$ cat config.mk
export PLATFORM = sky130hd
export DESIGN_NAME = pvp_front
export DESIGN_NICKNAME = d
export VERILOG_FILES = /design/src/sv/pvp_pkg.sv /design/src/sv/pvp_front.sv
export SDC_FILE = /design/constraint.sdc
export NUM_CORES = 1
export LEC_CHECK = 0
export ABC_AREA = 1
export BUFFER_PORTS_ARGS = -buffer_cell sky130_fd_sc_hd__buf_4
export CORE_MARGIN = 4
export CORE_UTILIZATION = 50
export CTS_BUF_LIST = sky130_fd_sc_hd__clkbuf_8
export CTS_CLUSTER_DIAMETER = 120
export DETAILED_ROUTE_END_ITERATION = 10
export PLACE_DENSITY = 0.77
export SETUP_SLACK_MARGIN = 0.15
export SLEW_MARGIN = 25
export SYNTH_ARGS = -nofsm -noshare
export SYNTH_HDL_FRONTEND = slang
export SYNTH_SLANG_ARGS = --single-unit
$ cat constraint.sdc
create_clock -name i_clk -period 3.78 [get_ports i_clk]
set_clock_uncertainty 0.05 [all_clocks]
set_input_delay 1.134 -clock i_clk [delete_from_list [all_inputs] [get_ports i_clk]]
set_output_delay 1.134 -clock i_clk [all_outputs]
set_load 0.005 [all_outputs]
$ cat src/sv/pvp_pkg.sv
// ============================================================================
// pvp_pkg: shared types and constants for the perspective vertex projector
// Holds the payload structs, register indexes and sizing constants.
// ============================================================================
package pvp_pkg;

    localparam int unsigned FracBitsDefault = 16;
    localparam int unsigned CoordW          = 32;
    localparam int unsigned SumW            = 34;
    localparam int unsigned SizeW           = 13;
    localparam int unsigned CfgIdxW         = 3;
    localparam int unsigned FifoDepth       = 4;

    localparam logic [SizeW-1:0] WidthReset  = 13'd640;
    localparam logic [SizeW-1:0] HeightReset = 13'd480;

    typedef enum logic [CfgIdxW-1:0] {
        REG_CAM_X  = 3'd0,
        REG_CAM_Y  = 3'd1,
        REG_CAM_Z  = 3'd2,
        REG_OBJ_X  = 3'd3,
        REG_OBJ_Y  = 3'd4,
        REG_OBJ_Z  = 3'd5,
        REG_WIDTH  = 3'd6,
        REG_HEIGHT = 3'd7
    } t_cfg_idx;

    typedef struct packed {
        logic signed [CoordW-1:0] vert_x;
        logic signed [CoordW-1:0] vert_y;
        logic signed [CoordW-1:0] vert_z;
    } t_vertex;

    typedef struct packed {
        logic signed [CoordW-1:0] screen_x;
        logic signed [CoordW-1:0] screen_y;
        logic signed [CoordW-1:0] view_depth;
        logic                     culled;
        logic                     div_error;
    } t_result;

    // classified item handed from front to back
    typedef struct packed {
        logic signed [SumW-1:0] x;
        logic signed [SumW-1:0] y;
        logic signed [SumW-1:0] z;
        logic                   culled;
        logic                   div_error;
    } t_work;

    function automatic logic signed [CoordW-1:0] sat32(input logic signed [63:0] v);
        logic signed [63:0] hi;
        logic signed [63:0] lo;
        hi = 64'sh0000_0000_7FFF_FFFF;
        lo = -64'sh0000_0000_8000_0000;
        if (v > hi) begin
            return hi[CoordW-1:0];
        end else if (v < lo) begin
            return lo[CoordW-1:0];
        end
        return v[CoordW-1:0];
    endfunction

endpackage

$ cat src/sv/pvp_front.sv
// ============================================================================
// pvp_front: offset adder and classifier
// Adds the camera offsets, flags culled and zero-depth vertices.
// ============================================================================
module pvp_front (
    input  logic                          i_clk,
    input  logic                          i_rst_n,
    input  logic                          i_valid,
    input  pvp_pkg::t_vertex              i_vert,
    input  logic signed [31:0]            i_off_x,
    input  logic signed [31:0]            i_off_y,
    input  logic signed [31:0]            i_off_z,
    output logic                          o_valid,
    output pvp_pkg::t_work                o_work
);
    logic           r_valid;
    pvp_pkg::t_work r_work;
    pvp_pkg::t_work n_work;

    always_comb begin
        n_work.x = pvp_pkg::SumW'(i_vert.vert_x) + pvp_pkg::SumW'(i_off_x);
        n_work.y = pvp_pkg::SumW'(i_vert.vert_y) + pvp_pkg::SumW'(i_off_y);
        n_work.z = pvp_pkg::SumW'(i_vert.vert_z) + pvp_pkg::SumW'(i_off_z);
        n_work.culled    = (n_work.z > 0);
        n_work.div_error = (n_work.z == '0);
    end

    always_ff @(posedge i_clk) begin
        if (!i_rst_n) begin
            r_valid <= 1'b0;
        end else begin
            r_valid <= i_valid;
        end
        r_work <= n_work;
    end

    assign o_valid = r_valid;
    assign o_work  = r_work;
endmodule

Word-level counts from Yosys, hierarchy flattened
Cells that the tools add are included.
{ "totals": {"reg_bits": 102, "wordCells": 11} }
{ "classes": {"addsub": 3, "magnitude_cmp": 1, "n_reduce_logical": 1} }
{ "op_table": {"columns": ["op", "count"], "rows": [
  ["32-bit by 32-bit adder with 33-bit output", 3],
  ["34-bit zero test", 1],
  ["33-bit by 1-bit greater-than comparator with 1-bit output (second input constant)", 1]
]} }

Logic depth before layout (Yosys ltp)
{ "logic_depth": {"word_depth": 2, "mapped_depth": 17} }

Worst setup path before layout
OpenSTA, ideal clock, no wires.
{ "synth_path": {"path_kind": "input to register", "startpoint": "input port i_vert[0] (netlist bit)", "endpoint": "register r_work, in the netlist o_work[1]", "arrival_ns": 2.776, "required_time_ns": 3.618, "setup_slack_ns": 0.842, "stages": 16, "path_cell_list": "ha_1 -> fa_1 -> nand2_1 -> nand2_1 -> nand3_1 -> nand2_1 -> nand2_1 -> nand2_1 -> nand3_1 -> nand2_1 -> nand2_1 -> nand2_1 -> nor2_1 -> nand3_1 -> nor2_1 -> nor2_1"} }
{ "synth_rtl": {"columns": ["item", "line", "text"], "rows": [
  ["start, declared", "pvp_front.sv:9", "input pvp_pkg::t_vertex i_vert,"],
  ["end signal, assigned", "pvp_front.sv:34", "r_work <= n_work;"],
  ["end, declared", "pvp_front.sv:17", "pvp_pkg::t_work r_work;"]
]} }

==> impl_results.md <==
- CTS H-tree lvls: 3
- Initial core utilization: 0.508
- Fraction of layout cells with a size suffix above 1: 0.206
- Post-Syn Instances: roughly 1300
- Most common library cell in the layout ignoring fill and taps: nand2_1
- Total CTS buffers: 9
- Sequential share of power: 0.369
- Top cells by area, synth: dfxtp_1 (24%), nand2_1 (18%), ha_1 (14%)
- Yosys cell types: 37
- Layout Nets: 1914
- Final non-filler cell area: around 0.011 mm^2
- Fin crit period: around 3 ns
- DRC Markers: 0
- Cts repair resizes: 0
- Combinational Power Share: 0.450
- Clock power share: 0.181
- First drt pass iteration count: 6
- Unrepaired setup endpoints after global routing: false
- GRT Overall Usage: 0.273
- Worst Setup Start Kind: primary input
- Hold Worst Slack: between 0.8 and 0.9 ns
- FF+latch area: between 0.002 and 0.0025 mm^2
- Sequential share of the synthesized area: 0.243
- Status: finished, final reports clean
- Core region area: around 0.017 mm^2
- Cell accounting for the most synthesized area: dfxtp_1
- Period utilization: 0.800
- Vias in the first global route: around 8700
- Via-to-Cell Ratio: approximately 5
- HPWL after detailed placement: ~23000 um
- Clk sink count: around 100
- Inserted Diodes: 0
- Max-slew headroom: 0.709
- Critical Path Sink Type: register
- Sw power: between 0.001 and 0.0015 W
- Avg WL per Cell: 14.6 um
- Peak VDD IR: 0.000189 V
- Initial antenna violation count: 1
- P&R area growth vs syn: 31.8%
- Antenna Violating Nets Remaining: 0
- IO Pins: 300
- Grt ovf: 0
- Final-report hold violation count: 0
- Post-synthesis register bit count: a little over 100
- Area of the multi-input gates: around 0.0055 mm^2
- Max cap viols: 0
- CP Class: primary input to register
- Number of synthesis warnings: 0
- CP Max Fanout: 4
- Worst-Margin Slew: between 0.4 and 0.5 ns
- Hold-fix buffers, CTS: 0
- Final Max Slew Viols: 0
- Root buf cell: clkbuf_8
- Filler cells: between 1500 and 2000
- Critical Path RT: around 4.0 ns
- DR vias: ~9500
- Total wire length: between 20000 and 30000 um
- Mean post-synth cell area: ~6.4 um^2
- Critical path data arrival time: about 3.3 ns
- Cell Area, Synth: 0.00840 mm^2
- PortBufs: around 300
- Largest net degree at the start of global routing: 17
- Final Setup Violations: 0
- TritonCTS clock tree: done
- RePlAce Congestion: 0.983
- Sw Ratio: 0.371
- # rows: 47
- Yosys top cell area share: 0.243
- Max frequency: ~330 MHz
- Min-delay worst type: primary input to register
- Leak pwr: around 6.3 nW
- Setup TNS Final: 0 ns
- Clock slew at reported path FFs: around 0.10 ns
- Setup bufs post-CTS: 0
- Post-DP Area: about 0.011 mm^2
- Most frequent cells in the layout: nand2_1 (409), buf_4 (299), inv_1 (206)
- Total die area: 0.0189 mm^2
- Cell-internal power: between 0.002 and 0.0025 W
- Die Wd: roughly 140 um
- Post-Syn Nets: 1609
- Global-route wire length before repair: ~41000 um
- PD cells: 337 mW/mm^2
- Max clock buf depth: 2
- Drt first-iter violations: approximately 660
- Die Span Y: 138 um
worst paths after layout:
path	from	to	slack, ns	cells past startpoint
max	i_vert[0]	o_work[0]	0.75	18
min	i_valid	o_valid	0.89	3
routing by layer:
| metal | routed length [um] | part of all wire | global-route usage |
|---|---|---|---|
| met2 | 12200 | 0.45 | 0.444 |
| met4 | 982 | 0.036 | 0.117 |
| met3 | 2370 | 0.088 | 0.0533 |
| met5 | 13 | 0.00048 | 0 |
| met1 | 11500 | 0.42 | 0.351 |
sequential cells by signal (all words and copies together), names as in the netlist:
| name | count |
|---|---|
| o_valid | 1 |
| o_work | 101 |
logic make-up after synthesis:
logic type | count (synthesis) | synth area share
adder cells (fa/ha/maj) | 99 | 0.150
XOR/XNOR | 59 | 0.0615
buffers and inverters | 212 | 0.0961
AO/OA/AOI/OAI | 175 | 0.123
flip-flops | 102 | 0.243
AND/OR/NAND/NOR | 668 | 0.326
synth_stat cells, drive strengths merged:
| library cell | number |
|---|---|
| a21boi | 2 |
| a21o | 22 |
| a21oi | 82 |
| a221oi | 4 |
| a31oi | 13 |
| and2 | 1 |
| and3 | 1 |
| buf | 3 |
| clkbuf | 2 |
| dfxtp | 102 |
| fa | 3 |
| ha | 96 |
| inv | 207 |
| nand2 | 417 |
| nand3 | 81 |
| nand3b | 6 |
| nand4 | 10 |
| nor2 | 129 |
| nor3 | 20 |
| nor4 | 2 |
| o211ai | 3 |
| o21a | 1 |
| o21ai | 33 |
| o21bai | 10 |
| o221ai | 4 |
| o31ai | 1 |
| or2 | 1 |
| xnor2 | 10 |
| xor2 | 49 |
worst max-delay path, stage by stage:
cell and delay [ns]:
buf_4 0.11, ha_1 0.25, fa_1 0.44, nand2_1 0.09, nand2_1 0.07, nand3_1 0.09
nand2_1 0.09, nand2_1 0.09, nand2_1 0.11, nand2_1 0.13, nand3_1 0.10, nand2_1 0.08
nand2_1 0.06, nor2_1 0.10, nand2_1 0.07, nor2_1 0.11, nand3_1 0.08, nor2_1 0.08
final cells by class:
class                      count  share of cell area
tap                          220              0.0249
clock inverter                 5             0.00294
multi-input combinational   1001               0.501
clock buffer                  11              0.0137
sequential                   102               0.184
inverter                     207              0.0702
timing repair buffer         299               0.203
metrics by stage:
stage                     utilization  std cells  worst slack [ns]  power [W]
after global routing            0.670       1845             0.575    0.00398
after CTS                       0.670       1845             0.840    0.00374
after global placement          0.659       1829             0.493    0.00304
after floorplan                     -       1315             0.842    0.00227
final                           0.670       1845             0.755    0.00373
after detailed placement        0.659       1829             0.444    0.00306
power groups by stage:
stage          clock network (W)  logic (W)  registers (W)
6_report                0.000675    0.00168        0.00137
5_1_grt                 0.000733    0.00186        0.00139
4_1_cts                 0.000692    0.00167        0.00137
3_5_place_dp                   0    0.00166        0.00140
3_3_place_gp                   0    0.00164        0.00140
2_1_floorplan                  0   0.000854        0.00141
No activity file was read; power rests on OpenSTA's default activity.
