### src/sv/pvp_pkg.sv
// ============================================================================
// pvp_pkg: shared types and constants for the perspective vertex projector
// Holds the payload structs, register indexes and sizing constants.
// ============================================================================
package pvp_pkg;

    localparam int unsigned FracBitsDefault = 16;
    localparam int unsigned CoordW          = 32;
    localparam int unsigned SumW            = 34;
    localparam int unsigned SizeW           = 13;
    localparam int unsigned CfgIdxW         = 3;
    localparam int unsigned FifoDepth       = 4;

    localparam logic [SizeW-1:0] WidthReset  = 13'd640;
    localparam logic [SizeW-1:0] HeightReset = 13'd480;

    typedef enum logic [CfgIdxW-1:0] {
        REG_CAM_X  = 3'd0,
        REG_CAM_Y  = 3'd1,
        REG_CAM_Z  = 3'd2,
        REG_OBJ_X  = 3'd3,
        REG_OBJ_Y  = 3'd4,
        REG_OBJ_Z  = 3'd5,
        REG_WIDTH  = 3'd6,
        REG_HEIGHT = 3'd7
    } t_cfg_idx;

    typedef struct packed {
        logic signed [CoordW-1:0] vert_x;
        logic signed [CoordW-1:0] vert_y;
        logic signed [CoordW-1:0] vert_z;
    } t_vertex;

    typedef struct packed {
        logic signed [CoordW-1:0] screen_x;
        logic signed [CoordW-1:0] screen_y;
        logic signed [CoordW-1:0] view_depth;
        logic                     culled;
        logic                     div_error;
    } t_result;

    // classified item handed from front to back
    typedef struct packed {
        logic signed [SumW-1:0] x;
        logic signed [SumW-1:0] y;
        logic signed [SumW-1:0] z;
        logic                   culled;
        logic                   div_error;
    } t_work;

    function automatic logic signed [CoordW-1:0] sat32(input logic signed [63:0] v);
        logic signed [63:0] hi;
        logic signed [63:0] lo;
        hi = 64'sh0000_0000_7FFF_FFFF;
        lo = -64'sh0000_0000_8000_0000;
        if (v > hi) begin
            return hi[CoordW-1:0];
        end else if (v < lo) begin
            return lo[CoordW-1:0];
        end
        return v[CoordW-1:0];
    endfunction

endpackage

### src/sv/pvp_fifo.sv
// ============================================================================
// pvp_fifo: short queue between front and back
// Small register FIFO that decouples classification from projection.
// ============================================================================
module pvp_fifo #(
    parameter int unsigned DEPTH = pvp_pkg::FifoDepth
) (
    input  logic           i_clk,
    input  logic           i_rst_n,
    input  logic           i_push,
    input  pvp_pkg::t_work i_data,
    input  logic           i_pop,
    output logic           o_empty,
    output pvp_pkg::t_work o_data
);
    localparam int unsigned AW = (DEPTH > 1) ? $clog2(DEPTH) : 1;

    pvp_pkg::t_work r_mem [DEPTH];
    logic [AW-1:0]  r_wr;
    logic [AW-1:0]  r_rd;
    logic [AW:0]    r_cnt;

    function automatic logic [AW-1:0] inc(input logic [AW-1:0] p);
        return (p == AW'(DEPTH - 1)) ? '0 : p + 1'b1;
    endfunction

    always_ff @(posedge i_clk) begin
        if (!i_rst_n) begin
            r_wr  <= '0;
            r_rd  <= '0;
            r_cnt <= '0;
        end else begin
            if (i_push) begin
                r_wr <= inc(r_wr);
            end
            if (i_pop) begin
                r_rd <= inc(r_rd);
            end
            r_cnt <= r_cnt + (AW+1)'(i_push) - (AW+1)'(i_pop);
        end
        if (i_push) begin
            r_mem[r_wr] <= i_data;
        end
    end

    assign o_empty = (r_cnt == '0);
    assign o_data  = r_mem[r_rd];
endmodule

### config.mk
export PLATFORM = sky130hd
export DESIGN_NAME = pvp_fifo
export DESIGN_NICKNAME = d
export VERILOG_FILES = /design/src/sv/pvp_pkg.sv /design/src/sv/pvp_fifo.sv
export SDC_FILE = /design/constraint.sdc
export NUM_CORES = 1
export LEC_CHECK = 0
export BUFFER_PORTS_ARGS = -buffer_cell sky130_fd_sc_hd__buf_4
export CORE_UTILIZATION = 55
export CTS_BUF_LIST = sky130_fd_sc_hd__clkbuf_4
export CTS_CLUSTER_SIZE = 12
export DETAILED_ROUTE_END_ITERATION = 10
export MAX_ROUTING_LAYER = met4
export PLACE_DENSITY = 0.79
export SYNTH_ARGS = -nofsm -noshare
export SYNTH_HDL_FRONTEND = slang
export SYNTH_SLANG_ARGS = --single-unit
### constraint.sdc
create_clock -name i_clk -period 10.7 [get_ports i_clk]
set_input_delay 0 -clock i_clk [delete_from_list [all_inputs] [get_ports i_clk]]
set_output_delay 0 -clock i_clk [all_outputs]
set_load 0.02 [all_outputs]
---- After elaboration in Yosys (flattened, before gate mapping) ----
Memories as Yosys holds them, arrays and structs flattened. A register that Yosys moved wholly into a read port is not among the register bits.
Index checks and enable logic that the tools add are counted.
word-level totals
  RAM bits ................................ 416
  word-level logic and storage cells ...... 17
  ROM bits ................................ 0
  bits of input ports ..................... 108
  bits in registers ....................... 7
  bits in latches ......................... 0
  memories ................................ 1
memories
  memory  depth  width  rd ports  clocked after Yosys merged registers in  write ports  RTL line        text
  r_mem   4      104    1         1                                        1            pvp_fifo.sv:18  pvp_pkg::t_work r_mem [DEPTH];
operators by class
  divide/modulo/power cells ............... 0
  $add $sub $neg .......................... 4
  $mul .................................... 0
  equality and inequality tests ........... 2
  $lt $le $gt $ge ......................... 0
  muxes and demuxes ....................... 6
  bitwise operators ....................... 0
  reduce and logical (&&, ||, !) cells .... 1
  shifts and indexed selects .............. 0
operators by type and width
  kind                   number
  $mux W2                4
  $add A2 B1 Y2 const B  2
  $eq A2 B2 Y1 const B   2
  $add A3 B1 Y3          1
  $logic_not A3 Y1       1
  $sub A3 B1 Y3          1
  $mux W1                2

---- Logic depth before layout (Yosys ltp) ----
Gate-level depths: netlist of run 1.
  depth after elaboration ................. 4
  mapped depth ............................ 8
  depth with buffers taken out ............ 8

---- Least setup slack after synthesis of run 1 ----
No wires, ideal clock.
  path kind ............................... register to register
  start point ............................. reg r_wr[0]
  end point ............................... mem r_mem[0][0] (netlist name) (enable)
  buffers on the path ..................... 0
  required time ........................... 10226 ps
  setup time .............................. 474 ps
  arrival ................................. 2939 ps
  setup slack ............................. 7287 ps
  stages on the path, launching flop included .. 4
  path through ............................ dfxtp_1 inv_1 ha_1 and2_1
RTL lines
  item                      RTL line        text
  start: declaration        pvp_fifo.sv:19  logic [AW-1:0] r_wr;
  start signal: assignment  pvp_fifo.sv:34  r_wr <= inc(r_wr);
  end: declaration          pvp_fifo.sv:18
Straight into the memory's write port.

==> impl_results.md, run 1 <==
* Sequential fraction of the synthesis area at 81.9%
* Xor/xnor share of the synthesized area at less than 1%
* Final setup fails at 0
* Filler instances at approximately 1.5k
* Core footprint at roughly 0.028 mm^2
* Area added between synthesis and finish at 32.4%
* Commonest non-fill, non-tap cell in the layout: edfxtp_1
* Clock Skews at roughly 0.051 ns
* Via density at around 5.3
* Comb pwr share at 12.0%
* Root buf cell: clkbuf_4
* FMAX at 275 MHz
* Sequential share of power at 52.8%
* I/O pins at ~210
* Final setup margin at between 7 and 8 ns
* WP data required at 10.70 ns
* Tot Pwr at ~3.6 mW
* Final Hold Vio Count at 0
* Vias in the first global route at ~9.0k
* Initial antenna violation count at 2
* Post-synthesis register bit count at roughly 430
* CP max stage delay at about 0.87 ns
* Crit start category: flip-flop
* Hpwl dp at 17,500 um
* Sw Share at a little under a quarter
* Post-route ant nets at 0
* Worst reg2reg path startpoint: r_wr[0]
* Synthesized cell area at 0.0155 mm^2
* TritonCTS clock tree: built
* Post-synthesis compound-gate area fraction at less than 1%
* Power density cells at around 180 mW/mm^2
* Placed Area at around 0.017 mm^2
* Post-synthesis adder-cell area fraction at 0.696%
* Max_cap viols at 0
* Pre-CTS setup slack at around 7.7 ns
* CTS Buffer Depth at 3
* Pre-antenna DRT Iters at 7
* Post-Synth Simple-Gate Area at 0.526%
* Die area at ~0.029 mm^2
* Top Family by Delay on Critical Path: buffers and inverters
* Clock Power Share at approximately a third
* Reg2Reg Depth at 3
* Internal power at approximately 2.8 mW
* Number of cell rows at between 60 and 70
* TritonCTS Sinks at 425
* Mean Syn Cell Area at 26.4 um^2
* VDD IR max at about 0.13 mV
* Slowest CP cell: buf_4
* Flop-to-flop setup slack at between 8 and 9 ns
* Die W at approximately 170 um
* Share of layout cells above drive strength 1 at about 44%
* Net Switching at 0.858 mW
* Final Instance Area at slightly above 0.02 mm^2
* Largest family of logic cells by synthesized area: multiplexers
* Post-synth net total at 702
* Syn Inst Count at approximately 600
* Largest net degree at the start of global routing at 66
* Min-delay worst type: input port to flip-flop
* Nets at 1,181
* Fin crit share at 34.0%
* IO Port Bufs at about 210
* Clk_lat worst skew at 0.73 ns
* First-pass GRT wire length at between 40,000 and 50,000 um
* Slew Limit Fails at 0
* Total grt overflow at 0
* CTS HTree Levels at 3
* Status: finished clean
* Synth warn at 0
* CP Capture Point: o_data[70]
* Crit-path cells: buf_4 > buf_4 > mux4_2 > buf_4
* Unrepaired setup endpoints after global routing: no
* DRT iter0 DRCs at 695
* CTS clock-pin slew for the worst setup and hold paths at ~0.07 ns
* FF-to-FF End: r_mem[3][70]
* Total wire length at about 32,000 um
* Worst Path Buf+Inv at 3
* PostCTS Resize Cnt at 0
* GP Congestion at between 0.7 and 0.8
* Die extent in y at roughly 170 um
* Total negative setup slack at 0 ns
* Critical Path Stages at 4
* Worst slew margin at 27.6%
* Worst-margin pin slew at approximately 1.1 ns
* # DRC at 0
* Non-Filler Instances at about 1.5k
* Critical path class: flip-flop to output port
* Most Frequent Cell on Critical Path: buf_4
* Mean routed wirelength per cell at between 20 and 25 um
* All-Layer GR Usage at about a quarter
* P_leak at around 7.2 nW
* Crit path arrival time at about 3.6 ns
* Multiplexer share of the synthesized area at between 10% and 20%
* CP max FO at 56
* Final worst path period need at about 3.6 ns
* Distinct cells, synth at 18
* Most frequent cells in the layout: edfxtp_1 (416), buf_4 (219), dlygate4sd3_1 (177), clkbuf_4 (155), mux4_2 (104)
* Starting density of the core at between 50% and 60%
* Worst setup EP type: output port
* Num CTS Buffers at between 100 and 150
* Placed Cells at 1,159
* Vias at between 8k and 9k
-- worst register-to-register path, cell delays in order, from the launching register on --
cell and delay [ns]:
dfxtp_1 0.42, ha_1 0.23, and2_4 0.72, buf_4 0.75
-- layout make-up --
cell class,count,area (um^2),area share (%)
repair buffers,396,3420,16.7
multi-input cells,131,2590,12.7
clock buffers,155,1160,5.68
inverters,6,22.5,0.110
flip-flops and latches,425,12700,61.9
diodes,4,10.0,0.0489
clock inverters,26,129,0.629
well taps,378,473,2.31
-- worst min path at each step --
stage                     cells after the start  startpoint      endpoint  slack, ns
final                                         2  i_data[66]  r_mem[0][66]       0.07
after global routing                          2  i_data[48]  r_mem[0][48]      0.005
after CTS                                     2  i_data[20]  r_mem[3][20]    0.00007
after detailed placement                      1  i_data[55]  r_mem[1][55]       0.20
after global placement                        1  i_data[19]  r_mem[2][19]       0.20
after floorplan                               0   i_data[0]   r_mem[0][0]        0.1
-- power groups by stage --
stage	clock network, mW	logic [mW]	registers (mW)
after floorplan	0	0.223	1.95
after global placement	0	0.376	1.95
after detailed placement	0	0.385	1.96
after CTS	1.31	0.439	1.92
after global routing	1.40	0.465	1.93
final	1.28	0.438	1.92
-- registers in the layout, summed over array words and instances, names as in the netlist, named ones only --
name,flops
r_cnt,3
r_mem,416
r_rd,2
r_wr,2
-- per-layer routing --
layer | track usage (%) | wire [um] | part of all wire (%) | up-vias
li1 | - | - | - | 3552
met1 | 29.0 | 12800 | 40 | 4083
met2 | 38.7 | 16400 | 51 | 330
met3 | 6.86 | 2460 | 7.6 | 46
met4 | 7.76 | 572 | 1.8 | 0
met5 | - | 0 | 0 | -
-- cell usage after synthesis --
cell type / count / area, um^2
or3b_2: 2 / 17.5
edfxtp_1: 416 / 12500
a21oi_1: 2 / 10.0
buf_2: 11 / 55.1
buf_8: 7 / 105
buf_6: 1 / 11.3
fa_1: 1 / 20.0
inv_1: 6 / 22.5
dfxtp_1: 9 / 180
clkbuf_1: 5 / 18.8
mux2i_1: 2 / 20.0
ha_1: 7 / 87.6
and2_1: 5 / 31.3
nor3_1: 1 / 5.00
nand2b_1: 2 / 12.5
nor2_1: 4 / 15.0
xnor3_1: 1 / 22.5
mux4_2: 104 / 2340
-- metrics by stage --
step | util, % | hold WS [ns]
4_1_cts | 73.9 | 0.0000669
3_5_place_dp | 62.9 | 0.204
2_1_floorplan | - | 0.0989
3_3_place_gp | 62.9 | 0.199
5_1_grt | 73.9 | 0.00518
6_report | 73.9 | 0.0739
-- logic make-up (layout without fill, tap and decap cells) --
| family | after synthesis | count (layout) |
|---|---|---|
| flip-flops | 425 | 425 |
| multiplexers | 106 | 106 |
| buffers and inverters | 30 | 583 |
| AND/OR/NAND/NOR | 14 | 14 |
| adder cells (fa/ha/maj) | 8 | 8 |
| AO/OA/AOI/OAI | 2 | 2 |
| XOR/XNOR | 1 | 1 |
| other | 0 | 4 |
-- repair_timing --
item	CTS	global route
setup buffers	0	0
endpoints found under the hold margin	425	0
endpoints found under the setup margin	0	0
hold buffers	177	0
Power figures use the tool's default switching activity.
==> run 2: changes to the inputs <==
Settings changed: ABC_AREA set to 1, CORE_UTILIZATION 55 to 54, PLACE_DENSITY 0.79 to 0.8.
Clock period 10.7 ns to 3.27 ns, I/O delays scaled along.
==> run 2 against run 1 <==
Against the previous run:
- hold slack lost 0.011 ns
- die area grew 9.7%
- core utilization shrank 2.0 points
- critical path type unchanged
- largest cell class unchanged
==> impl_results.md, run 2 <==
* Area of the multi-input gates at 0.00282 mm^2
* Crit-path cells: buf_4 > nand2_1 > o211ai_1 > nand2_1 > buf_4
* Top Registers: r_mem x416, r_cnt x3
* CTS clock-pin slew for the worst setup and hold paths at roughly 0.06 ns
* CTS HTree Levels at 3
* Power density cells at roughly 570 mW/mm^2
* Clk_lat worst skew at 0.73 ns
* Root buf cell: clkbuf_4
* # DRC at 0
* Pre-antenna DRT Iters at 5
* FMAX at 388 MHz
* VDD IR max at ~0.31 mV
* WP data required at 3.27 ns
* All-Layer GR Usage at roughly a quarter
* TritonCTS clock tree: built
* Post-synthesis register bit count at roughly 430
* Share of layout cells above drive strength 1 at approximately 22%
* Reg area at around 0.013 mm^2
* Starting density of the core at roughly 56%
* Count leader, synth: edfxtp_1
* Hpwl dp at roughly 20,000 um
* Crit start category: flip-flop
* CTS Buffer Depth at 3
* Final worst path period need at ~2.6 ns
* Die area at around 0.032 mm^2
* Most flop-heavy register: r_mem
* Filler instances at 1,917
* Total wire length at between 30,000 and 40,000 um
* First-pass GRT wire length at approximately 57,000 um
* Number of flip-flops in the largest register at ~420
* Area contributors post-synth: edfxtp_1 (75%), inv_1 (5.0%), nand2_1 (4.9%), o211ai_1 (4.7%), a21oi_1 (3.2%)
* Fin crit share at roughly four fifths
* Post-route ant nets at 0
* Initial antenna violation count at 4
* IO Port Bufs at 212
* Worst setup EP type: output port
* Num CTS Buffers at around 100
* Status: finished clean
* # Post-CTS Setup Buffers at 0
* CP max stage delay at 0.97 ns
* Unrepaired setup endpoints after global routing: no
* Critical path class: flip-flop to output port
* PostCTS Resize Cnt at 0
* Top cell type's share of synthesized area at ~75%
* Core footprint at approximately 0.030 mm^2
* GP Congestion at between 0.7 and 0.8
* Crit path arrival time at ~2.6 ns
* Top cell type by total area after synthesis: edfxtp_1
* Vias at around 11k
* CP max FO at 88
* Most used DFF post-synth: edfxtp_1
* Die extent in y at ~180 um
* DRT iter0 DRCs at approximately 840
* Via density at ~5.1
* Max_cap viols at 0
* Worst-margin pin slew at around 0.95 ns
* Sequential fraction of the synthesis area at approximately 76%
* TritonCTS Sinks at roughly 430
* Distinct cells, synth at 15
* Worst Path Buf+Inv at 2
* Slowest CP cell: dfxtp_4
* I/O pins at between 200 and 250
* Post-synth net total at 1,387
* Final setup fails at 0
* Total negative setup slack at 0 ns
* Hold_buf cts at between 150 and 200
* Min-delay worst type: input port to flip-flop
* Worst slew margin at between 30% and 40%
* Area added between synthesis and finish at 29.5%
* Top Family by Delay on Critical Path: flip-flops
* Number of cell rows at 63
* Clock Skews at 0.0594 ns
* Mean Syn Cell Area at 13.1 um^2
* P_leak at 8.60 nW
* Synth warn at 0
* Commonest non-fill, non-tap cell in the layout: edfxtp_1
* Syn Inst Count at 1,271
* Final Hold Vio Count at 0
* Slew Limit Fails at 0
* Mean routed wirelength per cell at approximately 17 um
* Post-synth ARST share at 0%
* Most frequent cells in the layout: edfxtp_1 (416), buf_4 (224), inv_1 (219), nand2_1 (218), dlygate4sd3_1 (156)
* Synthesized cell area at 0.0167 mm^2
* Total grt overflow at 0
* Largest net degree at the start of global routing at between 100 and 150
* Number of enable flip-flop cells after synthesis at roughly 420
* Die W at 178 um
* Vias in the first global route at roughly 11k
* Worst Hold Slack at about 0.063 ns
* Most frequent cells after synthesis: edfxtp_1 (416), inv_1 (223), nand2_1 (218), a21oi_1 (107), o21ai_0 (107)
* Nets at 1,812
==> run 2: changes by cell type in the layout (fill, tap and decap cells not counted), moves of 15 or more <==
cell	change
nand2_1	+218
inv_1	+213
o21ai_0	+107
a21oi_1	+105
mux4_2	-104
o211ai_1	+104
dlygate4sd3_1	-21
clkinv_1	+15
==> run 2: worst reg2reg max path: stages, from the launching register on <==
cell and delay (ns):
dfxtp_1 0.38, ha_1 0.19, nand2_1 0.09, inv_4 0.46
buf_4 0.46
==> run 2: cells by family after synthesis <==
kind of cell | count (synthesis) | synth area share [%]
compound gates | 318 | 11.1
flops | 425 | 76.0
fa+ha+maj | 8 | 0.645
buf+inv | 292 | 7.17
simple gates | 228 | 5.14
==> run 2: worst paths after layout <==
kind / to / depth (start not counted) / slack [ns] / startpoint
hold / removal: r_mem[3][89] / 2 / 0.06 / i_data[89]
hold reg to reg: flip-flop / 2 / 0.53 / r_rd[0]
setup / recovery: o_data[75] / 5 / 0.69 / flip-flop
setup reg to reg: r_mem[3][71] / 4 / 1.35 / r_wr[0]
==> run 2: metrics by stage <==
| stage | util (%) | total power [mW] | cell area (um^2) | instances | worst slack [ns] |
|---|---|---|---|---|---|
| floorplan | - | 7.25 | 16700 | 1271 | 0.224 |
| global route | 71.9 | 12.8 | 21600 | 2171 | 0.414 |
| detailed placement | 62.3 | 7.92 | 18700 | 1826 | 1.35 |
| finish | 71.9 | 12.2 | 21600 | 2171 | 0.693 |
| global placement | 62.3 | 7.87 | 18700 | 1826 | 1.37 |
| CTS | 71.8 | 12.3 | 21600 | 2165 | 0.598 |
==> run 2: per-layer routing <==
metal | up-vias | share of wire, % | global-route usage (%)
met1 | 5318 | 41 | 29.6
met2 | 392 | 51 | 38.9
met4 | 0 | 2.2 | 9.37
met5 | - | 0 | -
li1 | 5350 | - | -
met3 | 68 | 5.8 | 5.27
==> run 2: final cells by class <==
class	count	share of cell area, %
Antenna cell	4	0.0463
Timing Repair Buffer	390	15.9
Clock buffer	148	5.14
Inverter	223	3.92
Sequential cell	425	58.7
Multi-Input combinational cell	554	13.0
Tap cell	390	2.26
Clock inverter	37	0.967
==> run 2: power by group <==
part / total [mW] / leakage [nW] / switching, mW / internal, mW
combinational: 1.65 / 3.94 / 0.984 / 0.669
clock: 4.26 / 0.766 / 2.02 / 2.24
sequential: 6.32 / 3.90 / 0.0873 / 6.24
total: 12.2 / 8.60 / 3.09 / 9.15
